--- config.mk ---
export PLATFORM = sky130hd
export DESIGN_NAME = acfb_queue
export DESIGN_NICKNAME = d
export VERILOG_FILES = /design/src/hdl/acfb_pkg.sv /design/src/hdl/acfb_queue.sv
export SDC_FILE = /design/constraint.sdc
export NUM_CORES = 1
export LEC_CHECK = 0
export ABC_AREA = 1
export BUFFER_PORTS_ARGS = -buffer_cell sky130_fd_sc_hd__buf_2
export CAP_MARGIN = 20
export CORE_MARGIN = 1
export CORE_UTILIZATION = 47
export CTS_CLUSTER_SIZE = 10
export DETAILED_ROUTE_END_ITERATION = 10
export PLACE_DENSITY = 0.87
export SYNTH_ARGS = -nofsm -noshare
export SYNTH_HDL_FRONTEND = slang
export SYNTH_SLANG_ARGS = --single-unit
--- constraint.sdc ---
create_clock -name i_clk -period 13.6 [get_ports i_clk]
set_clock_uncertainty 0.15 [all_clocks]
set_input_delay 2.72 -clock i_clk [delete_from_list [all_inputs] [get_ports i_clk]]
set_output_delay 2.72 -clock i_clk [all_outputs]
set_load 0.03 [all_outputs]
--- src/hdl/acfb_pkg.sv ---
// ----------------------------------------------------------------------------
// acfb_pkg
// Shared types, constants and AES-128 round functions for the CFB decryptor.
// ----------------------------------------------------------------------------
package acfb_pkg;

    localparam int CFG_IDX_W = 2;
    localparam int ROUNDS    = 10;

    localparam logic [CFG_IDX_W-1:0] REG_KEY_LOW  = 2'd0;
    localparam logic [CFG_IDX_W-1:0] REG_KEY_HIGH = 2'd1;
    localparam logic [CFG_IDX_W-1:0] REG_IV_LOW   = 2'd2;
    localparam logic [CFG_IDX_W-1:0] REG_IV_HIGH  = 2'd3;

    typedef struct packed {
        logic [63:0] cipher_low;
        logic [63:0] cipher_high;
        logic        start_req;
    } t_in_item;

    typedef struct packed {
        logic [63:0] plain_low;
        logic [63:0] plain_high;
    } t_out_item;

    // One queued job: ciphertext and the feedback value that it is paired with
    typedef struct packed {
        logic [127:0] cipher;
        logic [127:0] feedback;
    } t_job;

    // Queue status seen by the back end
    typedef struct packed {
        logic valid;
        logic full;
    } t_q_status;

    localparam logic [7:0] RCON [ROUNDS] = '{
        8'h01, 8'h02, 8'h04, 8'h08, 8'h10, 8'h20, 8'h40, 8'h80, 8'h1b, 8'h36
    };

    localparam logic [7:0] SBOX [256] = '{
        8'h63,8'h7c,8'h77,8'h7b,8'hf2,8'h6b,8'h6f,8'hc5,8'h30,8'h01,8'h67,8'h2b,8'hfe,8'hd7,8'hab,8'h76,
        8'hca,8'h82,8'hc9,8'h7d,8'hfa,8'h59,8'h47,8'hf0,8'had,8'hd4,8'ha2,8'haf,8'h9c,8'ha4,8'h72,8'hc0,
        8'hb7,8'hfd,8'h93,8'h26,8'h36,8'h3f,8'hf7,8'hcc,8'h34,8'ha5,8'he5,8'hf1,8'h71,8'hd8,8'h31,8'h15,
        8'h04,8'hc7,8'h23,8'hc3,8'h18,8'h96,8'h05,8'h9a,8'h07,8'h12,8'h80,8'he2,8'heb,8'h27,8'hb2,8'h75,
        8'h09,8'h83,8'h2c,8'h1a,8'h1b,8'h6e,8'h5a,8'ha0,8'h52,8'h3b,8'hd6,8'hb3,8'h29,8'he3,8'h2f,8'h84,
        8'h53,8'hd1,8'h00,8'hed,8'h20,8'hfc,8'hb1,8'h5b,8'h6a,8'hcb,8'hbe,8'h39,8'h4a,8'h4c,8'h58,8'hcf,
        8'hd0,8'hef,8'haa,8'hfb,8'h43,8'h4d,8'h33,8'h85,8'h45,8'hf9,8'h02,8'h7f,8'h50,8'h3c,8'h9f,8'ha8,
        8'h51,8'ha3,8'h40,8'h8f,8'h92,8'h9d,8'h38,8'hf5,8'hbc,8'hb6,8'hda,8'h21,8'h10,8'hff,8'hf3,8'hd2,
        8'hcd,8'h0c,8'h13,8'hec,8'h5f,8'h97,8'h44,8'h17,8'hc4,8'ha7,8'h7e,8'h3d,8'h64,8'h5d,8'h19,8'h73,
        8'h60,8'h81,8'h4f,8'hdc,8'h22,8'h2a,8'h90,8'h88,8'h46,8'hee,8'hb8,8'h14,8'hde,8'h5e,8'h0b,8'hdb,
        8'he0,8'h32,8'h3a,8'h0a,8'h49,8'h06,8'h24,8'h5c,8'hc2,8'hd3,8'hac,8'h62,8'h91,8'h95,8'he4,8'h79,
        8'he7,8'hc8,8'h37,8'h6d,8'h8d,8'hd5,8'h4e,8'ha9,8'h6c,8'h56,8'hf4,8'hea,8'h65,8'h7a,8'hae,8'h08,
        8'hba,8'h78,8'h25,8'h2e,8'h1c,8'ha6,8'hb4,8'hc6,8'he8,8'hdd,8'h74,8'h1f,8'h4b,8'hbd,8'h8b,8'h8a,
        8'h70,8'h3e,8'hb5,8'h66,8'h48,8'h03,8'hf6,8'h0e,8'h61,8'h35,8'h57,8'hb9,8'h86,8'hc1,8'h1d,8'h9e,
        8'he1,8'hf8,8'h98,8'h11,8'h69,8'hd9,8'h8e,8'h94,8'h9b,8'h1e,8'h87,8'he9,8'hce,8'h55,8'h28,8'hdf,
        8'h8c,8'ha1,8'h89,8'h0d,8'hbf,8'he6,8'h42,8'h68,8'h41,8'h99,8'h2d,8'h0f,8'hb0,8'h54,8'hbb,8'h16
    };

    // Multiply by x in GF(2^8)
    function automatic logic [7:0] xt(input logic [7:0] x);
        return {x[6:0], 1'b0} ^ (x[7] ? 8'h1b : 8'h00);
    endfunction

    // Next round key; byte i of the key sits in bits 8i+7:8i
    function automatic logic [127:0] key_next(input logic [127:0] k, input logic [7:0] rc);
        logic [31:0]  t;
        logic [127:0] n;
        t[7:0]   = SBOX[k[111:104]] ^ rc;
        t[15:8]  = SBOX[k[119:112]];
        t[23:16] = SBOX[k[127:120]];
        t[31:24] = SBOX[k[103:96]];
        n[31:0]   = k[31:0]   ^ t;
        n[63:32]  = k[63:32]  ^ n[31:0];
        n[95:64]  = k[95:64]  ^ n[63:32];
        n[127:96] = k[127:96] ^ n[95:64];
        return n;
    endfunction

    // One encryption round: SubBytes, ShiftRows, MixColumns unless last, AddRoundKey
    function automatic logic [127:0] enc_round(input logic [127:0] s, input logic [127:0] rk,
                                               input logic last);
        logic [127:0] t;
        logic [127:0] m;
        logic [7:0]   a0, a1, a2, a3, x;
        for (int r = 0; r < 4; r++) begin
            for (int c = 0; c < 4; c++) begin
                t[8*(r+4*c) +: 8] = SBOX[s[8*(r+4*((c+r)%4)) +: 8]];
            end
        end
        for (int c = 0; c < 4; c++) begin
            a0 = t[8*(4*c)   +: 8];
            a1 = t[8*(4*c+1) +: 8];
            a2 = t[8*(4*c+2) +: 8];
            a3 = t[8*(4*c+3) +: 8];
            x  = a0 ^ a1 ^ a2 ^ a3;
            m[8*(4*c)   +: 8] = a0 ^ x ^ xt(a0 ^ a1);
            m[8*(4*c+1) +: 8] = a1 ^ x ^ xt(a1 ^ a2);
            m[8*(4*c+2) +: 8] = a2 ^ x ^ xt(a2 ^ a3);
            m[8*(4*c+3) +: 8] = a3 ^ x ^ xt(a3 ^ a0);
        end
        return (last ? t : m) ^ rk;
    endfunction

endpackage

--- src/hdl/acfb_queue.sv ---
// ----------------------------------------------------------------------------
// acfb_queue
// Two-entry queue between front end and cipher pipeline.
// ----------------------------------------------------------------------------
module acfb_queue (
    input  logic                 i_clk,
    input  logic                 i_rst_n,
    input  logic                 i_push,
    input  acfb_pkg::t_job       i_job,
    input  logic                 i_pop,
    output acfb_pkg::t_job       o_job,
    output acfb_pkg::t_q_status  o_status
);

    acfb_pkg::t_job r_mem [2];
    logic           r_wr;
    logic           r_rd;
    logic [1:0]     r_cnt;

    assign o_status.valid = (r_cnt != 2'd0);
    assign o_status.full  = (r_cnt == 2'd2);
    assign o_job          = r_mem[r_rd];

    // Store pushed job
    always_ff @(posedge i_clk) begin
        if (i_push) begin
            r_mem[r_wr] <= i_job;
        end
    end

    // Advance pointers and count
    always_ff @(posedge i_clk) begin
        if (!i_rst_n) begin
            r_wr  <= 1'b0;
            r_rd  <= 1'b0;
            r_cnt <= 2'd0;
        end else begin
            if (i_push) r_wr <= ~r_wr;
            if (i_pop)  r_rd <= ~r_rd;
            r_cnt <= r_cnt + {1'b0, i_push} - {1'b0, i_pop};
        end
    end

endmodule

==> impl_metrics.env <==
export IMPL_status="complete, no violations"
export IMPL_synth_edff_count=512
export IMPL_power_density_nw_per_um2=154
export IMPL_whs_ns=0.359
export IMPL_ys_seq_elements=517
export IMPL_syn_nets=1091
export IMPL_async_reset_ff_share_pct=0
export IMPL_maxSlewHeadroom_pct=24.0
export IMPL_place_ws_ns=7.68
export IMPL_clock_root_buffer="clkbuf_16"
export IMPL_crit_end="o_job[209]"
export IMPL_final_setup_tns_ns=0
export IMPL_dp_hpwl_mm=27.0
export IMPL_crit_path_top_delay_cell="buf_4"
export IMPL_synth_seq_area_share_pct=82.4
export IMPL_synth_avg_cell_area_um2=22.7
export IMPL_regToRegSetupSlack_ns=10.85
export IMPL_cp_common_cell="buf_4"
export IMPL_synthDominantCellAreaShare_pct=81.8
export IMPL_cp_arrival_ns=3.66
export IMPL_clk_latency_ns=0.57
export IMPL_setup_ws_ns=7.07
export IMPL_worstPathMaxFanout=75
export IMPL_place_congestion=0.861
export IMPL_grt_pass1_wl_mm=59.9
export IMPL_antenna_left=0
export IMPL_wl_per_cell_um=21.4
export IMPL_peakVddDrop_uv=135
export IMPL_grt_ovfl_total=0
export IMPL_yosysMostFrequentCell="edfxtp_1"
export IMPL_synth_top_cell_by_area="edfxtp_1"
export IMPL_min_path_type="flip-flop to flip-flop"
export IMPL_cts_sinks=517
export IMPL_die_w_um=202
export IMPL_antenna_found_initial=13
export IMPL_hold_viol=0
export IMPL_cp_depth=4
export IMPL_grt_pass1_vias=10600
export IMPL_port_buffers=517
export IMPL_drv_slew=0
export IMPL_vias_per_cell=5.15
export IMPL_setup_viol=0
export IMPL_ys_warn_count=0
export IMPL_vias=9897
export IMPL_firstDrtPassIters=5
export IMPL_cap_violations=0
export IMPL_min_period_ns=6.53
export IMPL_die_area_um2=40800
export IMPL_drtIter0Drc=564
export IMPL_ctsResizeCount=0
export IMPL_core_um2=39000
export IMPL_cts_max_level=2
export IMPL_tritoncts="done"
export IMPL_cts_clk_slew_worst_paths_ns=0.06
export IMPL_placed_cells=1843
export IMPL_synth_area_um2=18800
export IMPL_area_growth_pct=24.0
export IMPL_required_ns=10.73
export IMPL_routed_wl_mm=41.1
export IMPL_fin_cells=1920
export IMPL_worstMarginPinSlew_ns=1.14
export IMPL_cp_end_kind="output port"
export IMPL_final_layout_size_suffix_gt1_share_pct=60.2
export IMPL_r2r_end="r_mem[1][181]"
export IMPL_drc=0
export IMPL_hold_start="r_rd"
export IMPL_grtUsageTotal_pct=19.6
export IMPL_ctsHoldBuffers=0
export IMPL_ioPinCount=518
export IMPL_p_leak_uw=0.00870
export IMPL_reg2reg_depth=3
export IMPL_path_cells="buf_4 > buf_4 > mux2_2 > buf_2"
export IMPL_critPathTopFamily="buffers and inverters"
export IMPL_critPathLaunchType="flip-flop"
export IMPL_syn_inst=829
export IMPL_grt_max_degree=180
export IMPL_cts_buffers=57
export IMPL_fill_cells=2765
export IMPL_die_height_um=202
export IMPL_finalCritPeriodShare_pct=48.0
export IMPL_synth_common_cells="edfxtp_1, mux2_2, buf_6"
export IMPL_r2r_start="r_wr"
export IMPL_start_util_pct=48.2
export IMPL_power_uw=3580
export IMPL_rows=72
export IMPL_yosysUniqueCellTypes=12
export IMPL_max_stage_delay_ns=0.85
export IMPL_synthFlopType="edfxtp_1"
export IMPL_crit_type="flip-flop to output port"
export IMPL_clock_fmax_mhz=153
export IMPL_path_buf_inv=3
export IMPL_post_cts_buffers=0
export IMPL_rsz0062_at_grt="false"
export IMPL_ys_top_cells_by_area="edfxtp_1, mux2_2, buf_6, dfxtp_1, nand2_1"
export IMPL_cts_buffer_depth=3
export IMPL_fin_nets=1646
==> worst min-delay path by stage <==
stage | end | depth (start not counted)
finish | r_rd | 2
global route | r_rd | 2
CTS | r_rd | 2
detailed placement | r_rd | 2
global placement | r_rd | 2
floorplan | flip-flop | 2
==> power breakdown <==
part	internal (uW)	switching [uW]
sequential	1850	24.8
clock	744	535
combinational	143	282
==> cell families after synthesis <==
logic type | synth area share [%]
flops | 82.4
mux | 15.3
buf+inv | 1.76
simple gates | 0.366
fa+ha+maj | 0.133
compound gates | 0.0266
==> routing by layer <==
metal	global-route usage [%]	part of all wire (%)	vias up
met5	0	0.19	-
met4	9.85	3.9	12
met3	6.95	9.5	99
met2	35.0	52	492
met1	20.2	35	4894
li1	-	-	4400
==> worst reg2reg max path: stages, from the launching register on <==
cell and delay, ns:
dfxtp_1 0.39, nand2_1 0.17, inv_8 0.61, buf_4 0.98
==> state kept, by name (all words and copies together), names as in the netlist, named ones only <==
signal  count
r_cnt       2
r_mem     512
r_rd        1
r_wr        1
==> layout make-up <==
class	instances	area (um^2)	share of cell area, %
antenna	6	15.0	0.0645
clock buffer	70	1480	6.33
clock inverter	1	3.75	0.0161
inverter	7	33.8	0.145
multi-input combinational	277	2990	12.8
sequential	517	15500	66.4
tap	518	648	2.78
timing repair buffer	524	2650	11.4
==> placed cells by master (no fill, tap or decap), drive strengths merged <==
master,instances
a21oi,1
buf,524
clkbuf,70
clkinv,1
dfxtp,5
diode,6
edfxtp,512
ha,2
inv,7
mux2,256
nand2,9
nand3,1
nor2,8
==> metrics by stage <==
stage	utilization (%)	instance area (um^2)
after CTS	59.7	23300
final	59.7	23300
after detailed placement	55.9	21800
after global placement	55.9	21800
after floorplan	-	18800
after global routing	59.7	23300
Note: power is estimated with default switching activity, not from simulation.
