<file path="src/hdl/acfb_pkg.sv">
// ----------------------------------------------------------------------------
// acfb_pkg
// Shared types, constants and AES-128 round functions for the CFB decryptor.
// ----------------------------------------------------------------------------
package acfb_pkg;

    localparam int CFG_IDX_W = 2;
    localparam int ROUNDS    = 10;

    localparam logic [CFG_IDX_W-1:0] REG_KEY_LOW  = 2'd0;
    localparam logic [CFG_IDX_W-1:0] REG_KEY_HIGH = 2'd1;
    localparam logic [CFG_IDX_W-1:0] REG_IV_LOW   = 2'd2;
    localparam logic [CFG_IDX_W-1:0] REG_IV_HIGH  = 2'd3;

    typedef struct packed {
        logic [63:0] cipher_low;
        logic [63:0] cipher_high;
        logic        start_req;
    } t_in_item;

    typedef struct packed {
        logic [63:0] plain_low;
        logic [63:0] plain_high;
    } t_out_item;

    // One queued job: ciphertext and the feedback value that it is paired with
    typedef struct packed {
        logic [127:0] cipher;
        logic [127:0] feedback;
    } t_job;

    // Queue status seen by the back end
    typedef struct packed {
        logic valid;
        logic full;
    } t_q_status;

    localparam logic [7:0] RCON [ROUNDS] = '{
        8'h01, 8'h02, 8'h04, 8'h08, 8'h10, 8'h20, 8'h40, 8'h80, 8'h1b, 8'h36
    };

    localparam logic [7:0] SBOX [256] = '{
        8'h63,8'h7c,8'h77,8'h7b,8'hf2,8'h6b,8'h6f,8'hc5,8'h30,8'h01,8'h67,8'h2b,8'hfe,8'hd7,8'hab,8'h76,
        8'hca,8'h82,8'hc9,8'h7d,8'hfa,8'h59,8'h47,8'hf0,8'had,8'hd4,8'ha2,8'haf,8'h9c,8'ha4,8'h72,8'hc0,
        8'hb7,8'hfd,8'h93,8'h26,8'h36,8'h3f,8'hf7,8'hcc,8'h34,8'ha5,8'he5,8'hf1,8'h71,8'hd8,8'h31,8'h15,
        8'h04,8'hc7,8'h23,8'hc3,8'h18,8'h96,8'h05,8'h9a,8'h07,8'h12,8'h80,8'he2,8'heb,8'h27,8'hb2,8'h75,
        8'h09,8'h83,8'h2c,8'h1a,8'h1b,8'h6e,8'h5a,8'ha0,8'h52,8'h3b,8'hd6,8'hb3,8'h29,8'he3,8'h2f,8'h84,
        8'h53,8'hd1,8'h00,8'hed,8'h20,8'hfc,8'hb1,8'h5b,8'h6a,8'hcb,8'hbe,8'h39,8'h4a,8'h4c,8'h58,8'hcf,
        8'hd0,8'hef,8'haa,8'hfb,8'h43,8'h4d,8'h33,8'h85,8'h45,8'hf9,8'h02,8'h7f,8'h50,8'h3c,8'h9f,8'ha8,
        8'h51,8'ha3,8'h40,8'h8f,8'h92,8'h9d,8'h38,8'hf5,8'hbc,8'hb6,8'hda,8'h21,8'h10,8'hff,8'hf3,8'hd2,
        8'hcd,8'h0c,8'h13,8'hec,8'h5f,8'h97,8'h44,8'h17,8'hc4,8'ha7,8'h7e,8'h3d,8'h64,8'h5d,8'h19,8'h73,
        8'h60,8'h81,8'h4f,8'hdc,8'h22,8'h2a,8'h90,8'h88,8'h46,8'hee,8'hb8,8'h14,8'hde,8'h5e,8'h0b,8'hdb,
        8'he0,8'h32,8'h3a,8'h0a,8'h49,8'h06,8'h24,8'h5c,8'hc2,8'hd3,8'hac,8'h62,8'h91,8'h95,8'he4,8'h79,
        8'he7,8'hc8,8'h37,8'h6d,8'h8d,8'hd5,8'h4e,8'ha9,8'h6c,8'h56,8'hf4,8'hea,8'h65,8'h7a,8'hae,8'h08,
        8'hba,8'h78,8'h25,8'h2e,8'h1c,8'ha6,8'hb4,8'hc6,8'he8,8'hdd,8'h74,8'h1f,8'h4b,8'hbd,8'h8b,8'h8a,
        8'h70,8'h3e,8'hb5,8'h66,8'h48,8'h03,8'hf6,8'h0e,8'h61,8'h35,8'h57,8'hb9,8'h86,8'hc1,8'h1d,8'h9e,
        8'he1,8'hf8,8'h98,8'h11,8'h69,8'hd9,8'h8e,8'h94,8'h9b,8'h1e,8'h87,8'he9,8'hce,8'h55,8'h28,8'hdf,
        8'h8c,8'ha1,8'h89,8'h0d,8'hbf,8'he6,8'h42,8'h68,8'h41,8'h99,8'h2d,8'h0f,8'hb0,8'h54,8'hbb,8'h16
    };

    // Multiply by x in GF(2^8)
    function automatic logic [7:0] xt(input logic [7:0] x);
        return {x[6:0], 1'b0} ^ (x[7] ? 8'h1b : 8'h00);
    endfunction

    // Next round key; byte i of the key sits in bits 8i+7:8i
    function automatic logic [127:0] key_next(input logic [127:0] k, input logic [7:0] rc);
        logic [31:0]  t;
        logic [127:0] n;
        t[7:0]   = SBOX[k[111:104]] ^ rc;
        t[15:8]  = SBOX[k[119:112]];
        t[23:16] = SBOX[k[127:120]];
        t[31:24] = SBOX[k[103:96]];
        n[31:0]   = k[31:0]   ^ t;
        n[63:32]  = k[63:32]  ^ n[31:0];
        n[95:64]  = k[95:64]  ^ n[63:32];
        n[127:96] = k[127:96] ^ n[95:64];
        return n;
    endfunction

    // One encryption round: SubBytes, ShiftRows, MixColumns unless last, AddRoundKey
    function automatic logic [127:0] enc_round(input logic [127:0] s, input logic [127:0] rk,
                                               input logic last);
        logic [127:0] t;
        logic [127:0] m;
        logic [7:0]   a0, a1, a2, a3, x;
        for (int r = 0; r < 4; r++) begin
            for (int c = 0; c < 4; c++) begin
                t[8*(r+4*c) +: 8] = SBOX[s[8*(r+4*((c+r)%4)) +: 8]];
            end
        end
        for (int c = 0; c < 4; c++) begin
            a0 = t[8*(4*c)   +: 8];
            a1 = t[8*(4*c+1) +: 8];
            a2 = t[8*(4*c+2) +: 8];
            a3 = t[8*(4*c+3) +: 8];
            x  = a0 ^ a1 ^ a2 ^ a3;
            m[8*(4*c)   +: 8] = a0 ^ x ^ xt(a0 ^ a1);
            m[8*(4*c+1) +: 8] = a1 ^ x ^ xt(a1 ^ a2);
            m[8*(4*c+2) +: 8] = a2 ^ x ^ xt(a2 ^ a3);
            m[8*(4*c+3) +: 8] = a3 ^ x ^ xt(a3 ^ a0);
        end
        return (last ? t : m) ^ rk;
    endfunction

endpackage

</file>
<file path="src/hdl/acfb_front.sv">
// ----------------------------------------------------------------------------
// acfb_front
// Accepts ciphertext items and pairs each with its feedback value.
// ----------------------------------------------------------------------------
module acfb_front (
    input  logic                i_clk,
    input  logic                i_rst_n,
    input  logic                i_accept,
    input  acfb_pkg::t_in_item  i_item,
    input  logic [127:0]        i_iv,
    output acfb_pkg::t_job      o_job
);

    logic [127:0] r_fb;
    logic [127:0] n_fb;
    logic [127:0] cipher;

    assign cipher = {i_item.cipher_high, i_item.cipher_low};

    // Pick IV on a message start, else the previous ciphertext
    always_comb begin
        o_job.cipher   = cipher;
        o_job.feedback = i_item.start_req ? i_iv : r_fb;
        n_fb           = i_accept ? cipher : r_fb;
    end

    // Advance feedback on every accepted item
    always_ff @(posedge i_clk) begin
        if (!i_rst_n) begin
            r_fb <= '0;
        end else begin
            r_fb <= n_fb;
        end
    end

endmodule

</file>
<file path="config.mk">
export PLATFORM = sky130hd
export DESIGN_NAME = acfb_front
export DESIGN_NICKNAME = d
export VERILOG_FILES = /design/src/hdl/acfb_pkg.sv /design/src/hdl/acfb_front.sv
export SDC_FILE = /design/constraint.sdc
export NUM_CORES = 1
export LEC_CHECK = 0
export BUFFER_PORTS_ARGS = -buffer_cell sky130_fd_sc_hd__buf_4
export CELL_PAD_IN_SITES_DETAIL_PLACEMENT = 1
export CELL_PAD_IN_SITES_GLOBAL_PLACEMENT = 1
export CORE_AREA = 4 4 197 199
export CTS_CLUSTER_SIZE = 12
export DETAILED_ROUTE_END_ITERATION = 7
export DIE_AREA = 0 0 201 203
export GPL_ROUTABILITY_DRIVEN = 0
export PLACE_DENSITY_LB_ADDON = 0.1
export SLEW_MARGIN = 10
export SYNTH_ARGS = -nofsm -noshare
export SYNTH_HDL_FRONTEND = slang
export SYNTH_SLANG_ARGS = --single-unit
</file>
<file path="constraint.sdc">
create_clock -name i_clk -period 2.1 [get_ports i_clk]
set_input_delay 0.42 -clock i_clk [delete_from_list [all_inputs] [get_ports i_clk]]
set_output_delay 0.42 -clock i_clk [all_outputs]
set_load 0.05 [all_outputs]
</file>
==> results of run 1 <==
==> cells in the final DEF, fill, tap and decap left out, types with 3 or more instances in the layout <==
master,netlist,final
mux2_2,128,128
buf_12,13,7
dfxtp_1,128,128
mux2i_1,128,128
clkinv_4,0,3
clkbuf_16,0,17
buf_4,130,524
bufinv_16,0,5
nor2b_1,128,128
clkbuf_8,0,3
==> through the flow <==
step | total power, W | worst slack, ns | hold WS (ns)
6_report | 0.008903 | 0.1965 | 0.2696
5_1_grt | 0.009321 | 0.1531 | 0.2488
4_1_cts | 0.009103 | 0.1905 | 0.2388
3_5_place_dp | 0.005621 | 0.1941 | 0.5052
3_3_place_gp | 0.005616 | 0.2041 | 0.4967
2_1_floorplan | 0.004723 | 0.4770 | 0.4784
==> cell families (layout without fill, tap and decap cells) <==
kind of cell	after synthesis	in the layout	share of synthesized area, %
and+or+nand+nor	128	128	10.65
DFF	128	128	34.07
muxes	256	256	36.20
buffers and inverters	170	564	19.08
==> layout make-up <==
class | instances | area share (%)
Clock inverter | 12 | 1.794
Multi-Input combinational cell | 384 | 30.81
Timing Repair Buffer | 532 | 35.72
Clock buffer | 20 | 4.081
Tap cell | 474 | 5.186
Sequential cell | 128 | 22.41
==> power by group <==
group / internal (W) / leakage, nW / switching [W]
registers: 0.00258 / 1.06 / 0.0000904
logic: 0.00111 / 4.17 / 0.00175
clock network: 0.00221 / 0.323 / 0.00117
==> metal layers <==
metal | part of all wire, % | vias up | track usage (%) | wire length (um)
met3 | 7.7 | 16 | 5.095 | 2236
met2 | 52 | 284 | 24.62 | 15060
met4 | 1.2 | 0 | 3.564 | 350
met1 | 39 | 2786 | 14.97 | 11380
met5 | 0 | - | 0 | 0
li1 | - | 2928 | - | -
==> final timing paths <==
path               from        end  slack, ns  cells after the start
max           i_item[0]  o_job[26]       0.20                      4
min          i_item[59]  r_fb[122]       0.27                      3
max reg2reg    r_fb[86]   r_fb[86]       1.40                      2
min reg2reg    r_fb[27]   r_fb[27]       0.51                      2
==> worst min-delay path, cell delays in order <==
cell and delay (ns):
buf_4 0.08, mux2i_1 0.06, nor2b_1 0.09
==> metrics, run 1 <==
outcome finished, final reports clean; # fillers 4280; DR iter-0 viols 131; number of cells after detailed placement 1518; clock slew at the register clock pins of the worst setup and hold paths 0.06 ns; fmax 0.5253 GHz; IO Count 516; CTS Hold Buffers Added 0; Max Slew Vio Count 0; Setup violations, final 0; Reg with most FFs r_fb; area used by multi-input combinational logic 3523 um2; Tcrit/Tclk final 90.64%; post-synthesis cell count 682; GRT Total Usage 13.58%; TritonCTS Buffers 17; Setup TNS 0 ns; slowest CP cell mux2_2; post-synthesis sequential area ratio 34.07%; Routed WL per cell 18.73 um; Worst-Margin Slew 0.3659 ns; syn_nets 942; Worst Path Max Fanout 55; DRC 0; RSZ-0062 raised after global routing false; row count 71; Startpoint Class input pin; Vias/cell 3.880; TritonCTS Sinks 128; LEAKAGE 5.554 nW; post-route ant nets 0; Initial Util 20.21%; Post-CTS Resized 0; Clock Skew 0 ns; worst path required time 1.68 ns; Synth Area per Inst 11.03 um2; post-layout instance area 11440 um2; top cell type by total area after synthesis dfxtp_1; first-pass GRT wire length 42460 um; biggest regs r_fb: 128 flops; normalized max-slew margin 75.61%; Final #Nets 1323; Die Area 40800 um2; final core utilization 30.72%; initial antenna violation count 0; count of unique library cells instantiated by Yosys 8; GRT overflow 0; Crit Path Class in2out; Worst path most repeated cell buf_4; Largest register FFs 128; clk_lat worst skew 0.41 ns; vias in the first global route 6778; Post-synth top cells buf_4, dfxtp_1, mux2_2, mux2i_1, nor2b_1; # port buffers 515; CTS tree yes; Syn-to-layout area delta 52.05%; #FFs+latches synth 128; total number of vias 6014; # diodes 0; clock root cell clkbuf_16; largest net degree at the start of global routing 70; Hold Path Class in2reg; VDD IR max 0.5107 mV; Yosys top cell area share 34.07%; CP arrival 1.48 ns; most common cell in the netlist buf_4; Max-cap violations 0; post-CTS setup buffer count 0; Post-synth EDFFs 0; Die W 201 um; Pwr Density 778.5 nW/um2; Clock Tree Buf Depth 2; Syn. warnings 0; DIE HEIGHT 203 um; ys async rst share 0%; leading post-synthesis cells by cell area dfxtp_1, mux2_2, mux2i_1; CP Capture Type primary output; CP peak stage delay 0.39 ns; Pre-Repair DR Iteration Count 4; Detail Placement HPWL 23680 um; Syn Std Cell Area 7521 um2; worst path bufs/invs 3; core area 37220 um2; H-tree depth 4; FF/Latch Area 2562 um2; Crit path max-delay family buffers and inverters; crit path time final 1.904 ns; ratio of cells with drive above 1 in the final layout 64.31%; most common flop cell mapped by yosys dfxtp_1; Post-Place Cell Area 10760 um2; final non-filler cell total 1550; endpoints failing hold 0; final wirelength 29030 um; worst path cell trace buf_4, buf_12, mux2_2, buf_4
(Power assumes the default switching activity.)
==> inputs of run 2 (changes only) <==
- BUFFER_PORTS_ARGS: -buffer_cell sky130_fd_sc_hd__buf_4 -> -buffer_cell sky130_fd_sc_hd__buf_2
==> metrics, run 2 (synthesis gave the netlist of run 1 again) <==
vias in the first global route 6619 (-2.3%); Routed WL per cell 17.88 um (-4.5%); Crit Path Class in2out; RSZ-0062 raised after global routing false; ratio of cells with drive above 1 in the final layout 64.01% (-0.30 points); crit path time final 1.918 ns (+0.01472 ns); fmax 0.5213 GHz (-0.77%); # port buffers 515 (unchanged); LEAKAGE 5.130 nW (-7.6%); Worst Path Max Fanout 23 (-58%); TritonCTS Sinks 128 (unchanged); CTS Hold Buffers Added 0 (unchanged); core area 37220 um2 (unchanged); WL met1 10990 um (-3.4%); IO Count 516 (unchanged); # fillers 4385 (+2.5%); CP Capture Type primary output; Initial Util 20.21% (unchanged); FF/Latch Area 2562 um2 (unchanged); Die W 201 um (unchanged); Startpoint Class input pin; post-CTS setup buffer count 0 (unchanged); Setup violations, final 0 (unchanged); DIE HEIGHT 203 um (unchanged); normalized max-slew margin 76.61% (+1.0 points); Clock Skew 0 ns (unchanged); outcome finished, final reports clean; met2 WL 14570 um (-3.3%); CTS tree yes; Post-CTS Resized 0 (unchanged); DRC 0 (unchanged); Pwr Density 807.7 nW/um2 (+3.7%); # diodes 0 (unchanged); routed wl met3 1787 um (-20%); first-pass GRT wire length 40530 um (-4.5%); worst path cell trace buf_4, buf_12, buf_12, mux2_2, buf_2; area used by multi-input combinational logic 3523 um2 (unchanged); Hold Path Class in2reg; hold path depth 3 (unchanged); Setup TNS 0 ns (unchanged); VDD IR max 0.5030 mV (-1.5%); clk_lat worst skew 0.42 ns (about the same); Worst path most repeated cell buf_12; Reg with most FFs r_fb; clock root cell clkbuf_16; GRT overflow 0 (unchanged); Die Area 40800 um2 (unchanged); endpoints failing hold 0 (unchanged); initial antenna violation count 1 (+1); Vias/cell 3.863 (-0.44%); largest net degree at the start of global routing 76 (+8.6%); final wirelength 27740 um (-4.4%); Final Power 0.008142 W (-8.5%); Max Slew Vio Count 0 (unchanged); post-route ant nets 0 (unchanged); Final #Nets 1326 (+0.23%); total number of vias 5995 (-0.32%); Max-cap violations 0 (unchanged); Syn-to-layout area delta 34.04%; Pre-Repair DR Iteration Count 4 (unchanged); CP peak stage delay 0.35 ns (-0.04 ns); row count 71 (unchanged); most frequent cells in the layout buf_2, mux2_2, mux2i_1, nor2b_1, dfxtp_1; Tcrit/Tclk final 91.35% (+0.70 points); commonest non-fill, non-tap cell in the layout buf_2; Largest register FFs 128 (unchanged); slowest CP cell mux2_2; Clock Tree Buf Depth 2 (unchanged); TritonCTS Buffers 17 (unchanged); Worst-Margin Slew 0.3508 ns (-0.01506 ns); DR iter-0 viols 120 (-8.4%); GRT Total Usage 12.99% (-0.60 points); worst path required time 1.68 ns (about the same); clock slew at the register clock pins of the worst setup and hold paths 0.06 ns (about the same); H-tree depth 4 (unchanged); final core utilization 27.08% (-3.6 points); number of cells on the worst reg-to-reg path 2 (unchanged); max layer used met5; Detail Placement HPWL 22540 um (-4.8%); biggest regs r_fb: 128 flops; CP arrival 1.50 ns (+0.02 ns)
[run 2: where the power goes]
| part | switching (W) | internal [W] | total [W] |
|---|---|---|---|
| combinational | 0.00172 | 0.000787 | 0.00251 |
| clock | 0.00110 | 0.00186 | 0.00296 |
| sequential | 0.0000904 | 0.00258 | 0.00267 |
[run 2: through the flow]
stage | instances | instance area [um2] | worst slack [ns] | hold WS [ns]
2_1_floorplan | 682 | 7521 | 0.4770 | 0.4784
3_3_place_gp | 1521 | 9505 | 0.1720 | 0.4962
3_5_place_dp | 1521 | 9505 | 0.1710 | 0.5046
4_1_cts | 1552 | 10080 | 0.1681 | 0.2388
5_1_grt | 1552 | 10080 | 0.1342 | 0.2669
6_report | 1552 | 10080 | 0.1817 | 0.2668
[run 2: layout make-up]
| cell class | count | area share [%] |
|---|---|---|
| Clock inverter | 6 | 0.7943 |
| Timing Repair Buffer | 535 | 28.04 |
| Clock buffer | 25 | 4.915 |
| Tap cell | 474 | 5.883 |
| Multi-Input combinational cell | 384 | 34.95 |
| Sequential cell | 128 | 25.42 |
[run 2: critical path: cells and delay by family]
kind / cells / cell delay, ns
buffers and inverters: 4 / 0.69
multiplexers: 1 / 0.35
[run 2: final timing paths]
path,startpoint,endpoint,slack [ns]
hold / removal,i_item[38],r_fb[101],0.27
setup / recovery,i_item[0],o_job[79],0.18
hold reg to reg,r_fb[122],r_fb[122],0.51
setup reg to reg,r_fb[33],r_fb[33],1.42
[run 2: layer usage]
layer	global-route usage, %	vias up
met4	4.154	2
met1	14.64	2763
met3	3.338	22
met2	23.93	280
met5	0	-
li1	-	2928
==> inputs of run 3 (changes only) <==
- CORE_AREA: 4 4 197 199 -> 2 2 200 202
- DIE_AREA: 0 0 201 203 -> 0 0 202 204
==> metrics, run 3 (synthesis gave the netlist of run 1 again) <==
Startpoint Class input pin; commonest non-fill, non-tap cell in the layout buf_2; vias in the first global route 6213 (-6.1%); Clock Skew 0 ns (unchanged); DR iter-0 viols 127 (+5.8%); clock slew at the register clock pins of the worst setup and hold paths 0.06 ns (about the same); largest net degree at the start of global routing 128 (+68%); Comb power frac 31.5% (+0.7 points); Initial Util 19.19% (-1.0 points); Final #Nets 1329 (+0.23%); worst path required time 1.68 ns (about the same); post-route ant nets 0 (unchanged); clock root cell clkbuf_16; LEAKAGE 5.116 nW (-0.28%); Reg with most FFs r_fb; initial antenna violation count 1 (unchanged); H-tree depth 4 (unchanged); ratio of cells with drive above 1 in the final layout 64.29% (+0.28 points); Setup TNS 0 ns (unchanged); Int Pwr 0.005009 W (-4.1%); Tcrit/Tclk final 91.90% (+0.56 points); Syn-to-layout area delta 34.87%; TritonCTS Sinks 128 (unchanged); CP arrival 1.51 ns (about the same); Worst Path Max Fanout 20 (-13%); Crit Path Class in2out; Vias/cell 3.732 (-3.4%); crit path time final 1.930 ns (+0.01167 ns); Die Area 41210 um2 (+0.99%); CTS tree yes; fmax 0.5182 GHz (-0.60%); GRT overflow 0 (unchanged); # diodes 0 (unchanged); Final Worst Setup Slack 0.1701 ns (-0.01167 ns); crit path from i_item[0]; Flop pwr share 33.4% (+0.6 points); Setup violations, final 0 (unchanged); post-layout instance area 10140 um2 (+0.62%); Hold Path Class in2reg; GRT Total Usage 12.64% (-0.35 points); TritonCTS Buffers 17 (unchanged); # fillers 4674 (+6.6%); row count 73 (+2.8%); biggest regs r_fb: 128 flops; hold_sp i_rst_n; normalized max-slew margin 67.12% (-9.5 points); Routed WL per cell 16.92 um (-5.4%); Post-Place Cell Area 9604 um2 (+1.0%); switching share of total power 37.26% (+1.4 points); CTS Hold Buffers Added 0 (unchanged); total number of vias 5993 (-0.033%); clk_lat worst skew 0.41 ns (about the same); RR Startpoint r_fb[68]; FF/Latch Area 2562 um2 (unchanged); post-CTS setup buffer count 0 (unchanged); Post-CTS Resized 0 (unchanged); DRC 0 (unchanged); DIE HEIGHT 204 um (+0.49%); Largest register FFs 128 (unchanged); Max-cap violations 0 (unchanged); Psw 0.002975 W (+2.0%); first-pass GRT wire length 38560 um (-4.9%); Worst-Margin Slew 0.4931 ns (+0.1423 ns); final wirelength 27170 um (-2.1%); RSZ-0062 raised after global routing false; Die W 202 um (+0.50%); IO Count 516 (unchanged); # port buffers 515 (unchanged); pre-CTS setup slack 0.1719 ns (+0.0009620 ns); CP Capture Type primary output; outcome finished, final reports clean; Pre-Repair DR Iteration Count 4 (unchanged); Detail Placement HPWL 21580 um (-4.2%); most frequent cells in the layout buf_2, mux2_2, mux2i_1, nor2b_1, dfxtp_1; VDD IR max 0.5023 mV (-0.12%); area used by multi-input combinational logic 3523 um2 (unchanged); clock share of power 35.2% (-1.2 points); endpoints failing hold 0 (unchanged); Max Slew Vio Count 0 (unchanged); Clock Tree Buf Depth 2 (unchanged); core area 39180 um2 (+5.3%); Pwr Density 787.1 nW/um2 (-2.5%)
-- run 3: cell count changes in the layout (fill, tap and decap cells not counted), sizes merged --
cell | previous run | this run
buf | 535 | 538
bufinv | 2 | 1
clkinv | 4 | 5
clkinvlp | 0 | 5
clkbuf | 25 | 20
-- run 3: worst paths after layout --
kind,to,slack [ns],cells after the start
max,o_job[25],0.17,5
min,r_fb[5],0.26,2
max reg2reg,r_fb[68],1.46,2
min reg2reg,r_fb[67],0.51,2
-- run 3: through the flow --
stage / std cells / utilization (%) / total power [W] / hold slack (ns)
2_1_floorplan: 682 / - / 0.004723 / 0.4784
3_3_place_gp: 1575 / 24.51 / 0.005262 / 0.4958
3_5_place_dp: 1575 / 24.51 / 0.005267 / 0.5034
4_1_cts: 1606 / 25.89 / 0.008195 / 0.2390
5_1_grt: 1606 / 25.89 / 0.008407 / 0.2447
6_report: 1606 / 25.89 / 0.007984 / 0.2623
-- run 3: area by class of cell --
type,count,share of cell area [%]
Multi-Input combinational cell,384,34.74
Timing Repair Buffer,538,28.21
Sequential cell,128,25.26
Tap cell,525,6.476
Clock buffer,20,4.404
Clock inverter,11,0.9128
-- run 3: metal layers --
metal	track usage [%]	vias up	part of all wire, %
met1	14.58	2742	40
met3	3.444	15	6.9
met4	3.230	2	0.80
met2	22.97	286	52
met5	0	-	0.026
li1	-	2948	-
-- run 3: critical path: stages --
cell	delay, ns
buf_4	0.13
buf_12	0.18
buf_12	0.18
mux2_2	0.35
buf_2	0.21
-- run 3: power groups by stage --
stage / clock (W) / combinational [W] / sequential [W]
final: 0.00281 / 0.00251 / 0.00267
after global routing: 0.00308 / 0.00265 / 0.00268
after CTS: 0.00297 / 0.00255 / 0.00267
after detailed placement: 0 / 0.00255 / 0.00272
after global placement: 0 / 0.00254 / 0.00272
after floorplan: 0 / 0.00205 / 0.00267
